### src/rtl/core/spq_pkg.sv
// Package for the sorted priority queue.
// Holds command and status codes and the cell data types; no dependencies.
package spq_pkg;

    localparam logic CMD_INSERT = 1'b0;
    localparam logic CMD_REMOVE = 1'b1;

    localparam int VALUE_W = 32;
    localparam int PRIO_W  = 16;
    localparam int COUNT_W = 5;

    localparam logic [1:0] ST_INSERTED = 2'd0;
    localparam logic [1:0] ST_REMOVED  = 2'd1;
    localparam logic [1:0] ST_FULL     = 2'd2;
    localparam logic [1:0] ST_EMPTY    = 2'd3;

    typedef struct packed {
        logic                      valid;
        logic signed [VALUE_W-1:0] value;
        logic signed [PRIO_W-1:0]  prio;
    } t_cell_data;

    typedef struct packed {
        logic ins;
        logic rem;
    } t_cell_ctrl;

endpackage

### src/rtl/core/spq_cell.sv
// One slot of the sorted chain: holds an entry and shifts with its neighbors.
// Depends on spq_pkg.
module spq_cell (
    input  logic                i_clk,
    input  logic                i_rst_n,
    input  spq_pkg::t_cell_ctrl i_ctrl,
    input  spq_pkg::t_cell_data i_new,
    input  spq_pkg::t_cell_data i_left,
    input  logic                i_left_kept,
    input  spq_pkg::t_cell_data i_right,
    output spq_pkg::t_cell_data o_data,
    output logic                o_kept
);

    logic                              r_valid;
    logic signed [spq_pkg::VALUE_W-1:0] r_value;
    logic signed [spq_pkg::PRIO_W-1:0]  r_prio;
    spq_pkg::t_cell_data               n_data;

    // entry stays put when it outranks or ties the new one
    assign o_kept = r_valid && ($signed(i_new.prio) <= r_prio);

    always_comb begin
        n_data = '{valid: r_valid, value: r_value, prio: r_prio};
        if (i_ctrl.ins) begin
            if (!o_kept) begin
                if (i_left_kept) begin
                    n_data = '{valid: 1'b1, value: i_new.value, prio: i_new.prio};
                end else begin
                    n_data = i_left;
                end
            end
        end else if (i_ctrl.rem) begin
            n_data = i_right;
        end
    end

    always_ff @(posedge i_clk) begin
        if (!i_rst_n) begin
            r_valid <= 1'b0;
        end else begin
            r_valid <= n_data.valid;
        end
    end

    always_ff @(posedge i_clk) begin
        r_value <= n_data.value;
        r_prio  <= n_data.prio;
    end

    assign o_data = '{valid: r_valid, value: r_value, prio: r_prio};

endmodule

### src/rtl/core/sorted_priority_queue.sv
// Sorted priority queue built as a chain of DEPTH slot cells.
// Depends on spq_pkg and spq_cell.
//
// One item (insert or remove) is taken in every clock cycle; busy stays low.
// All cells compare the new priority in parallel and shift together in the
// cycle the item is taken, so the result strobes in the cycle after
// start. Entries of equal priority leave in arrival order. A full insert is
// dropped with status full, an empty remove reports status empty; data
// fields are zero unless an entry was removed. The result cannot be stalled.
module sorted_priority_queue #(
    parameter int DEPTH = 16
) (
    input  logic                                i_clk,
    input  logic                                i_rst_n,
    input  logic                                start,
    output logic                                busy,
    input  logic                                i_cmd,
    input  logic signed [spq_pkg::VALUE_W-1:0]  i_item_value,
    input  logic signed [spq_pkg::PRIO_W-1:0]   i_item_priority,
    output logic                                o_strobe,
    output logic        [1:0]                   o_status,
    output logic signed [spq_pkg::VALUE_W-1:0]  o_out_value,
    output logic signed [spq_pkg::PRIO_W-1:0]   o_out_priority,
    output logic        [spq_pkg::COUNT_W-1:0]  o_entry_count
);

    localparam int CNT_W = $clog2(DEPTH + 1);

    spq_pkg::t_cell_data cell_data [DEPTH];
    logic                cell_kept [DEPTH];
    spq_pkg::t_cell_ctrl ctrl;
    spq_pkg::t_cell_data new_data;

    logic              full;
    logic              empty;
    logic [CNT_W-1:0]  r_count;
    logic [CNT_W-1:0]  n_count;
    logic              r_strobe;
    logic [1:0]        r_status;
    logic [1:0]        n_status;
    logic signed [spq_pkg::VALUE_W-1:0] r_value;
    logic signed [spq_pkg::VALUE_W-1:0] n_value;
    logic signed [spq_pkg::PRIO_W-1:0]  r_prio;
    logic signed [spq_pkg::PRIO_W-1:0]  n_prio;

    assign busy  = 1'b0;
    assign full  = cell_data[DEPTH-1].valid;
    assign empty = !cell_data[0].valid;

    assign ctrl.ins = start && (i_cmd == spq_pkg::CMD_INSERT) && !full;
    assign ctrl.rem = start && (i_cmd == spq_pkg::CMD_REMOVE) && !empty;
    assign new_data = '{valid: 1'b1, value: i_item_value, prio: i_item_priority};

    for (genvar g = 0; g < DEPTH; g++) begin : g_cell
        spq_pkg::t_cell_data left;
        spq_pkg::t_cell_data right;
        logic                left_kept;

        if (g == 0) begin : g_first
            assign left      = '0;
            assign left_kept = 1'b1;
        end else begin : g_mid
            assign left      = cell_data[g-1];
            assign left_kept = cell_kept[g-1];
        end

        if (g == DEPTH - 1) begin : g_last
            assign right = '0;
        end else begin : g_inner
            assign right = cell_data[g+1];
        end

        spq_cell u_cell (
            .i_clk       (i_clk),
            .i_rst_n     (i_rst_n),
            .i_ctrl      (ctrl),
            .i_new       (new_data),
            .i_left      (left),
            .i_left_kept (left_kept),
            .i_right     (right),
            .o_data      (cell_data[g]),
            .o_kept      (cell_kept[g])
        );
    end

    always_comb begin
        n_count  = r_count;
        n_status = spq_pkg::ST_INSERTED;
        n_value  = '0;
        n_prio   = '0;
        case (i_cmd)
            spq_pkg::CMD_INSERT: begin
                if (full) begin
                    n_status = spq_pkg::ST_FULL;
                end else begin
                    n_count = r_count + CNT_W'(1);
                end
            end
            spq_pkg::CMD_REMOVE: begin
                if (empty) begin
                    n_status = spq_pkg::ST_EMPTY;
                end else begin
                    n_status = spq_pkg::ST_REMOVED;
                    n_value  = cell_data[0].value;
                    n_prio   = cell_data[0].prio;
                    n_count  = r_count - CNT_W'(1);
                end
            end
            default: begin
                n_count = r_count;
            end
        endcase
    end

    always_ff @(posedge i_clk) begin
        if (!i_rst_n) begin
            r_count  <= '0;
            r_strobe <= 1'b0;
        end else begin
            r_strobe <= start;
            if (start) begin
                r_count <= n_count;
            end
        end
    end

    always_ff @(posedge i_clk) begin
        if (start) begin
            r_status <= n_status;
            r_value  <= n_value;
            r_prio   <= n_prio;
        end
    end

    assign o_strobe       = r_strobe;
    assign o_status       = r_status;
    assign o_out_value    = r_value;
    assign o_out_priority = r_prio;
    assign o_entry_count  = (32'(r_count) > 32'd31) ? spq_pkg::COUNT_W'(31)
                                                    : spq_pkg::COUNT_W'(r_count);

`ifndef SYNTHESIS
    a_strobe_follows_start: assert property (@(posedge i_clk) disable iff (!i_rst_n)
        start |=> o_strobe)
        else $error("result strobe missing after start");

    a_full_matches_count: assert property (@(posedge i_clk) disable iff (!i_rst_n)
        full == (32'(r_count) == DEPTH))
        else $error("last cell valid disagrees with count");

    a_empty_matches_count: assert property (@(posedge i_clk) disable iff (!i_rst_n)
        empty == (r_count == '0))
        else $error("head cell valid disagrees with count");

    a_removed_head: assert property (@(posedge i_clk) disable iff (!i_rst_n)
        ctrl.rem |=> (o_status == spq_pkg::ST_REMOVED)
                     && (o_out_value == $past(cell_data[0].value)))
        else $error("removed item does not match old head");
`endif

endmodule

### config.mk
export PLATFORM = sky130hd
export DESIGN_NAME = sorted_priority_queue
export DESIGN_NICKNAME = d
export VERILOG_FILES = /design/src/rtl/core/spq_pkg.sv /design/src/rtl/core/spq_cell.sv /design/src/rtl/core/sorted_priority_queue.sv
export SDC_FILE = /design/constraint.sdc
export NUM_CORES = 2
export LEC_CHECK = 0
export BUFFER_PORTS_ARGS = -buffer_cell sky130_fd_sc_hd__clkbuf_2
export CAP_MARGIN = 20
export CORE_MARGIN = 4
export CORE_UTILIZATION = 53
export DETAILED_ROUTE_END_ITERATION = 6
export GPL_TIMING_DRIVEN = 0
export PLACE_DENSITY = 0.76
export SLEW_MARGIN = 20
export SYNTH_ARGS = -nofsm -noshare
export SYNTH_HDL_FRONTEND = slang
export SYNTH_HIERARCHICAL = 1
export SYNTH_SLANG_ARGS = --single-unit
### constraint.sdc
create_clock -name i_clk -period 15.8 [get_ports i_clk]
set_input_delay 2.37 -clock i_clk [delete_from_list [all_inputs] [get_ports i_clk]]
set_output_delay 2.37 -clock i_clk [all_outputs]
set_load 0.02 [all_outputs]
Word level (Yosys, flattened, before mapping)
Index checks and enable logic that the tools add are counted.
{ "totals": {"reg_bits": 840, "in_bits": 52, "out_inout_bits": 57, "elab_cells": 199} }
{ "classes": {"addsub": 2, "magnitude_cmp": 16, "n_eq_ne": 18, "n_mux": 69, "bitwise_logic": 1, "reduce_logical": 40} }
{ "ops": {"columns": ["cell", "count"], "rows": [
  ["49-bit 2-to-1 mux", 63],
  ["16-bit <= comparator", 16],
  ["2-bit inequality test (second input constant)", 17],
  ["2-bit AND reduction", 17],
  ["1-bit logical AND", 20],
  ["5-bit 2-to-1 mux", 2],
  ["5-bit one-hot mux with 2 select lines", 1],
  ["5-bit by 1-bit adder with 5-bit output (second input constant)", 1],
  ["5-bit by 1-bit subtractor with 5-bit output (second input constant)", 1],
  ["2-bit 2-to-1 mux", 2],
  ["2-bit one-hot mux with 2 select lines", 1],
  ["3-bit AND reduction", 1],
  ["2-bit by 1-bit inequality test with 1-bit output (second input constant)", 1],
  ["2-bit nonzero test", 1],
  ["1-bit zero test", 1],
  ["1-bit NOT", 1]
]} }

Longest topological paths before layout
{ "depth": {"depth_word": 5, "depth_mapped": 13, "ltp_nobuf": 12} }

Modules after synthesis
The synthesis kept the hierarchy.
{ "by_module_without_submodules": {"columns": ["mod", "n_inst", "cells_each", "area_per_inst_um2"], "rows": [
  ["spq_cell at g_cell[1].u_cell ...", 9, 276, 2917.8],
  ["spq_cell at g_cell[0].u_cell ...", 7, 282, 2957.8],
  ["sorted_priority_queue", 1, 153, 2258.4]
]} }

Worst setup path after synthesis
OpenSTA, ideal clock, no wires.
{ "synth_path": {"path_kind": "input port to flip-flop", "startpoint": "in i_cmd", "endpoint": "reg g_cell[0].u_cell/r_prio[0] (netlist name) (enable)", "setup_ns": 0.482, "t_arrival_ns": 7.100, "t_required_ns": 15.318, "setup_slack_ns": 8.217, "stages": 5, "n_path_buf": 2, "cell_sequence": "nor3b_1 > clkbuf_1 > buf_2 > nor2_1 > a31oi_1"} }
{ "synth_via": {"elab_chain_len": 5, "elab_cells_between_ends": 8} }
{ "synth_rtl": {"columns": ["item", "line", "text"], "rows": [
  ["start: declaration", "sorted_priority_queue.sv:17", "input logic i_cmd,"],
  ["1-bit NOT", null, null],
  ["1-bit logical AND (2 in series)", "sorted_priority_queue.sv:50", "assign ctrl.ins = start && (i_cmd == spq_pkg::CMD_INSERT) && !full;"],
  ["2-bit inequality test (no source line) / 2-bit nonzero test (equally long branches)", null, null],
  ["2-bit AND reduction (no source line) *", null, null],
  ["end signal: assignment", "spq_cell.sv:48", "r_prio <= n_data.prio;"],
  ["end: declaration", "spq_cell.sv:17", "logic signed [spq_pkg::PRIO_W-1:0] r_prio;"]
]} }
Mark *: on every way between the ends. The rest lies on a longest branch, timed or not.
A chain may end at the register's enable or synchronous reset.

==> impl_summary.log <==
[metrics] outcome: complete, no violations
[metrics] routability cong.: 0.9017
[metrics] global route total overflow: 0
[metrics] count of synthesis-stage warnings from yosys: 6
[metrics] setup repair after global routing missed its margin: no
[metrics] maximum buffer depth of the clock tree: 3
[metrics] vias: 35,010
[metrics] pin count of the biggest net entering global routing: 36
[metrics] Antenna Violating Nets Remaining: 0
[metrics] class of the most critical setup path: input port to flop
[metrics] period utilization: 0.3708
[metrics] CTS buffer count: 88
[metrics] final-report max-slew violation count: 0
[metrics] clock insertion delay at the later pin of the skew report: 0.65 ns
[metrics] area taken by flip-flops and latches: 0.02500 mm2
[metrics] sum of negative setup slack: 0 ns
[metrics] fraction of final layout cells with drive strength greater than 1: 0.09182
[metrics] DIE AREA: 0.09780 mm2
[metrics] WP data required: 16.16 ns
[metrics] global-route wire length before repair: 185.7 mm
[metrics] routed wire length: 117.3 mm
[metrics] max_cap viols: 0
[metrics] Wirelength per Cell: 18.78 um
[metrics] number of H-tree branching levels: 3
[metrics] chip width: 312.7 um
[metrics] count of routing violations after the opening detailed-route iteration: 3,084
[metrics] min Tclk post-route: 5.859 ns
[metrics] final-report setup violation count: 0
[metrics] total chip power: 5.806 mW
[metrics] Core ar.: 0.09194 mm2
[metrics] total area of multi-input combinational cells: 0.02248 mm2
[metrics] endpoint kind of the worst setup timing path: flop
[metrics] critical path peak fanout: 32
[metrics] tightest slew margin relative to the limit: 0.3379
[metrics] DR top layer: met4
[metrics] starting density of the core: 0.5353
[metrics] post-layout instance count excluding filler cells: 6,246
[metrics] final hold violation count: 0
[metrics] Row Count: 111
[metrics] mean area per synthesized cell: 10.68 um2
[metrics] Cells after Synth: 4,610
[metrics] met3 wire length: 6.661 mm
[metrics] HP Class: flop to flop
[metrics] cell area after synthesis: 0.04922 mm2
[metrics] CTS tree: yes
[metrics] highest ir drop seen on vdd: 0.07661 mV
[metrics] clock root buffer: sky130_fd_sc_hd__clkbuf_16
[metrics] Pleak: 20.77 nW
[metrics] DRC violations left: 0
[metrics] post-CTS setup buffer count: 0
[metrics] Worst Max-Slew Pin Slew: 0.9932 ns
[metrics] number of fill cells: 7,602
[metrics] antenna violations before repair: 4
[metrics] number of hold buffers added after CTS: 0
[metrics] Max Clk Rate: 170.7 MHz
[metrics] via count of the first global-routing pass: 34,770
[metrics] Placed Cells: 6,085
[metrics] Fin Clk Skew: 0.02563 ns
[metrics] clock slew at reported path FFs: 0.06 ns
[metrics] total routing usage reported by global routing: 0.2337
[metrics] Boundary Pins: 109
[metrics] vias per inst: 5.606
[metrics] number of gates resized after cts: 0
[metrics] first-pass detailed-route iteration total: 5
[metrics] DR WL met2: 55.00 mm
[metrics] layout overhead on the synthesized area: 12.26%
[metrics] IO buf count: 107
[metrics] Sink Count: 840
[metrics] HPWL Detailed: 92.62 mm
[metrics] P per Cell Area: 105.1 mW/mm2
[metrics] arrival time at the worst endpoint: 6.22 ns
[metrics] height of the chip: 312.7 um
[metrics] total routed wire length on the met1 layer: 51.17 mm
[metrics] nets@finish: 5,244
[metrics] Critical Path Source Type: input port
registers in the layout, indices dropped and copies added (netlist names):
signal,flops
g_cell.u_cell/r_value,512
g_cell.u_cell/r_prio,256
o_out_value,32
g_cell.u_cell/r_valid,16
o_out_priority,16
o_entry_count,5
o_status,2
o_strobe,1
placed cells by master, fill, tap and decap left out, types with 10 or more instances in the layout:
master and n:
sky130_fd_sc_hd__a21o_1 24, sky130_fd_sc_hd__a21oi_1 857, sky130_fd_sc_hd__and3_1 48, sky130_fd_sc_hd__buf_1 34, sky130_fd_sc_hd__buf_16 21, sky130_fd_sc_hd__buf_2 57, sky130_fd_sc_hd__buf_4 26, sky130_fd_sc_hd__clkbuf_1 210
sky130_fd_sc_hd__clkbuf_16 90, sky130_fd_sc_hd__clkbuf_2 107, sky130_fd_sc_hd__clkinv_1 14, sky130_fd_sc_hd__clkinv_2 16, sky130_fd_sc_hd__conb_1 100, sky130_fd_sc_hd__dfxtp_1 22, sky130_fd_sc_hd__edfxtp_1 818, sky130_fd_sc_hd__ha_1 259
sky130_fd_sc_hd__inv_1 273, sky130_fd_sc_hd__mux2i_1 771, sky130_fd_sc_hd__nand2_1 92, sky130_fd_sc_hd__nand4_1 33, sky130_fd_sc_hd__nand4_2 16, sky130_fd_sc_hd__nor2_1 841, sky130_fd_sc_hd__nor2b_1 11, sky130_fd_sc_hd__o21ai_0 16
sky130_fd_sc_hd__o221ai_1 10
layout make-up:
class                      count  area share
inverter                     273     0.01855
sequential                   840      0.4526
clock buffer                 118     0.04321
buffer                       300     0.02330
timing repair buffer         134     0.02160
antenna                        4   0.0001812
tap                         1243     0.02815
multi-input combinational   3295      0.4069
clock inverter                39    0.005526
critical path, stage by stage:
cell	delay, ns
sky130_fd_sc_hd__clkbuf_2	0.50
sky130_fd_sc_hd__ha_1	0.56
sky130_fd_sc_hd__nand4_1	0.15
sky130_fd_sc_hd__or4_4	0.57
sky130_fd_sc_hd__a31oi_1	0.23
sky130_fd_sc_hd__a311o_2	0.18
sky130_fd_sc_hd__and3_4	0.23
sky130_fd_sc_hd__clkbuf_1	0.27
sky130_fd_sc_hd__clkbuf_1	0.67
sky130_fd_sc_hd__mux2i_1	0.30
sky130_fd_sc_hd__a21oi_1	0.11
path summary, 6_finish.rpt:
| path | slack (ns) | endpoint | cells after the start | from |
|---|---|---|---|---|
| max | 9.94 | g_cell[3].u_cell/r_prio[10] | 11 | i_item_priority[9] |
| min | 0.49 | o_entry_count[4] | 2 | o_entry_count[4] |
| max reg2reg | 11.95 | g_cell[4].u_cell/r_value[26] | 12 | g_cell[3].u_cell/r_prio[15] |
| min reg2reg | 0.49 | o_entry_count[4] | 2 | o_entry_count[4] |
report_power, final:
part           leakage [nW]  internal, mW  switching [mW]  total (mW)
sequential             7.83          2.70           0.121        2.83
clock                  1.33          1.11           0.858        1.97
combinational          11.6         0.384           0.628        1.01
total                  20.8          4.20            1.61        5.81
stage by stage:
step	area [um2]	setup slack, ns	hold slack [ns]	utilization
3_5_place_dp	52550	9.337	0.4787	0.5715
5_1_grt	55250	9.843	0.5221	0.6009
3_3_place_gp	51680	4.894	0.4661	0.5621
6_report	55250	9.941	0.4912	0.6009
2_1_floorplan	49590	8.217	0.5005	-
4_1_cts	55240	10.01	0.4951	0.6008
layer usage:
layer  global-route usage  vias up
met5                    0        -
met4              0.08281        0
met3              0.02433      236
met2               0.3937     1126
met1               0.3165    16370
li1                     -    17280
No activity file was read; power rests on OpenSTA's default activity.
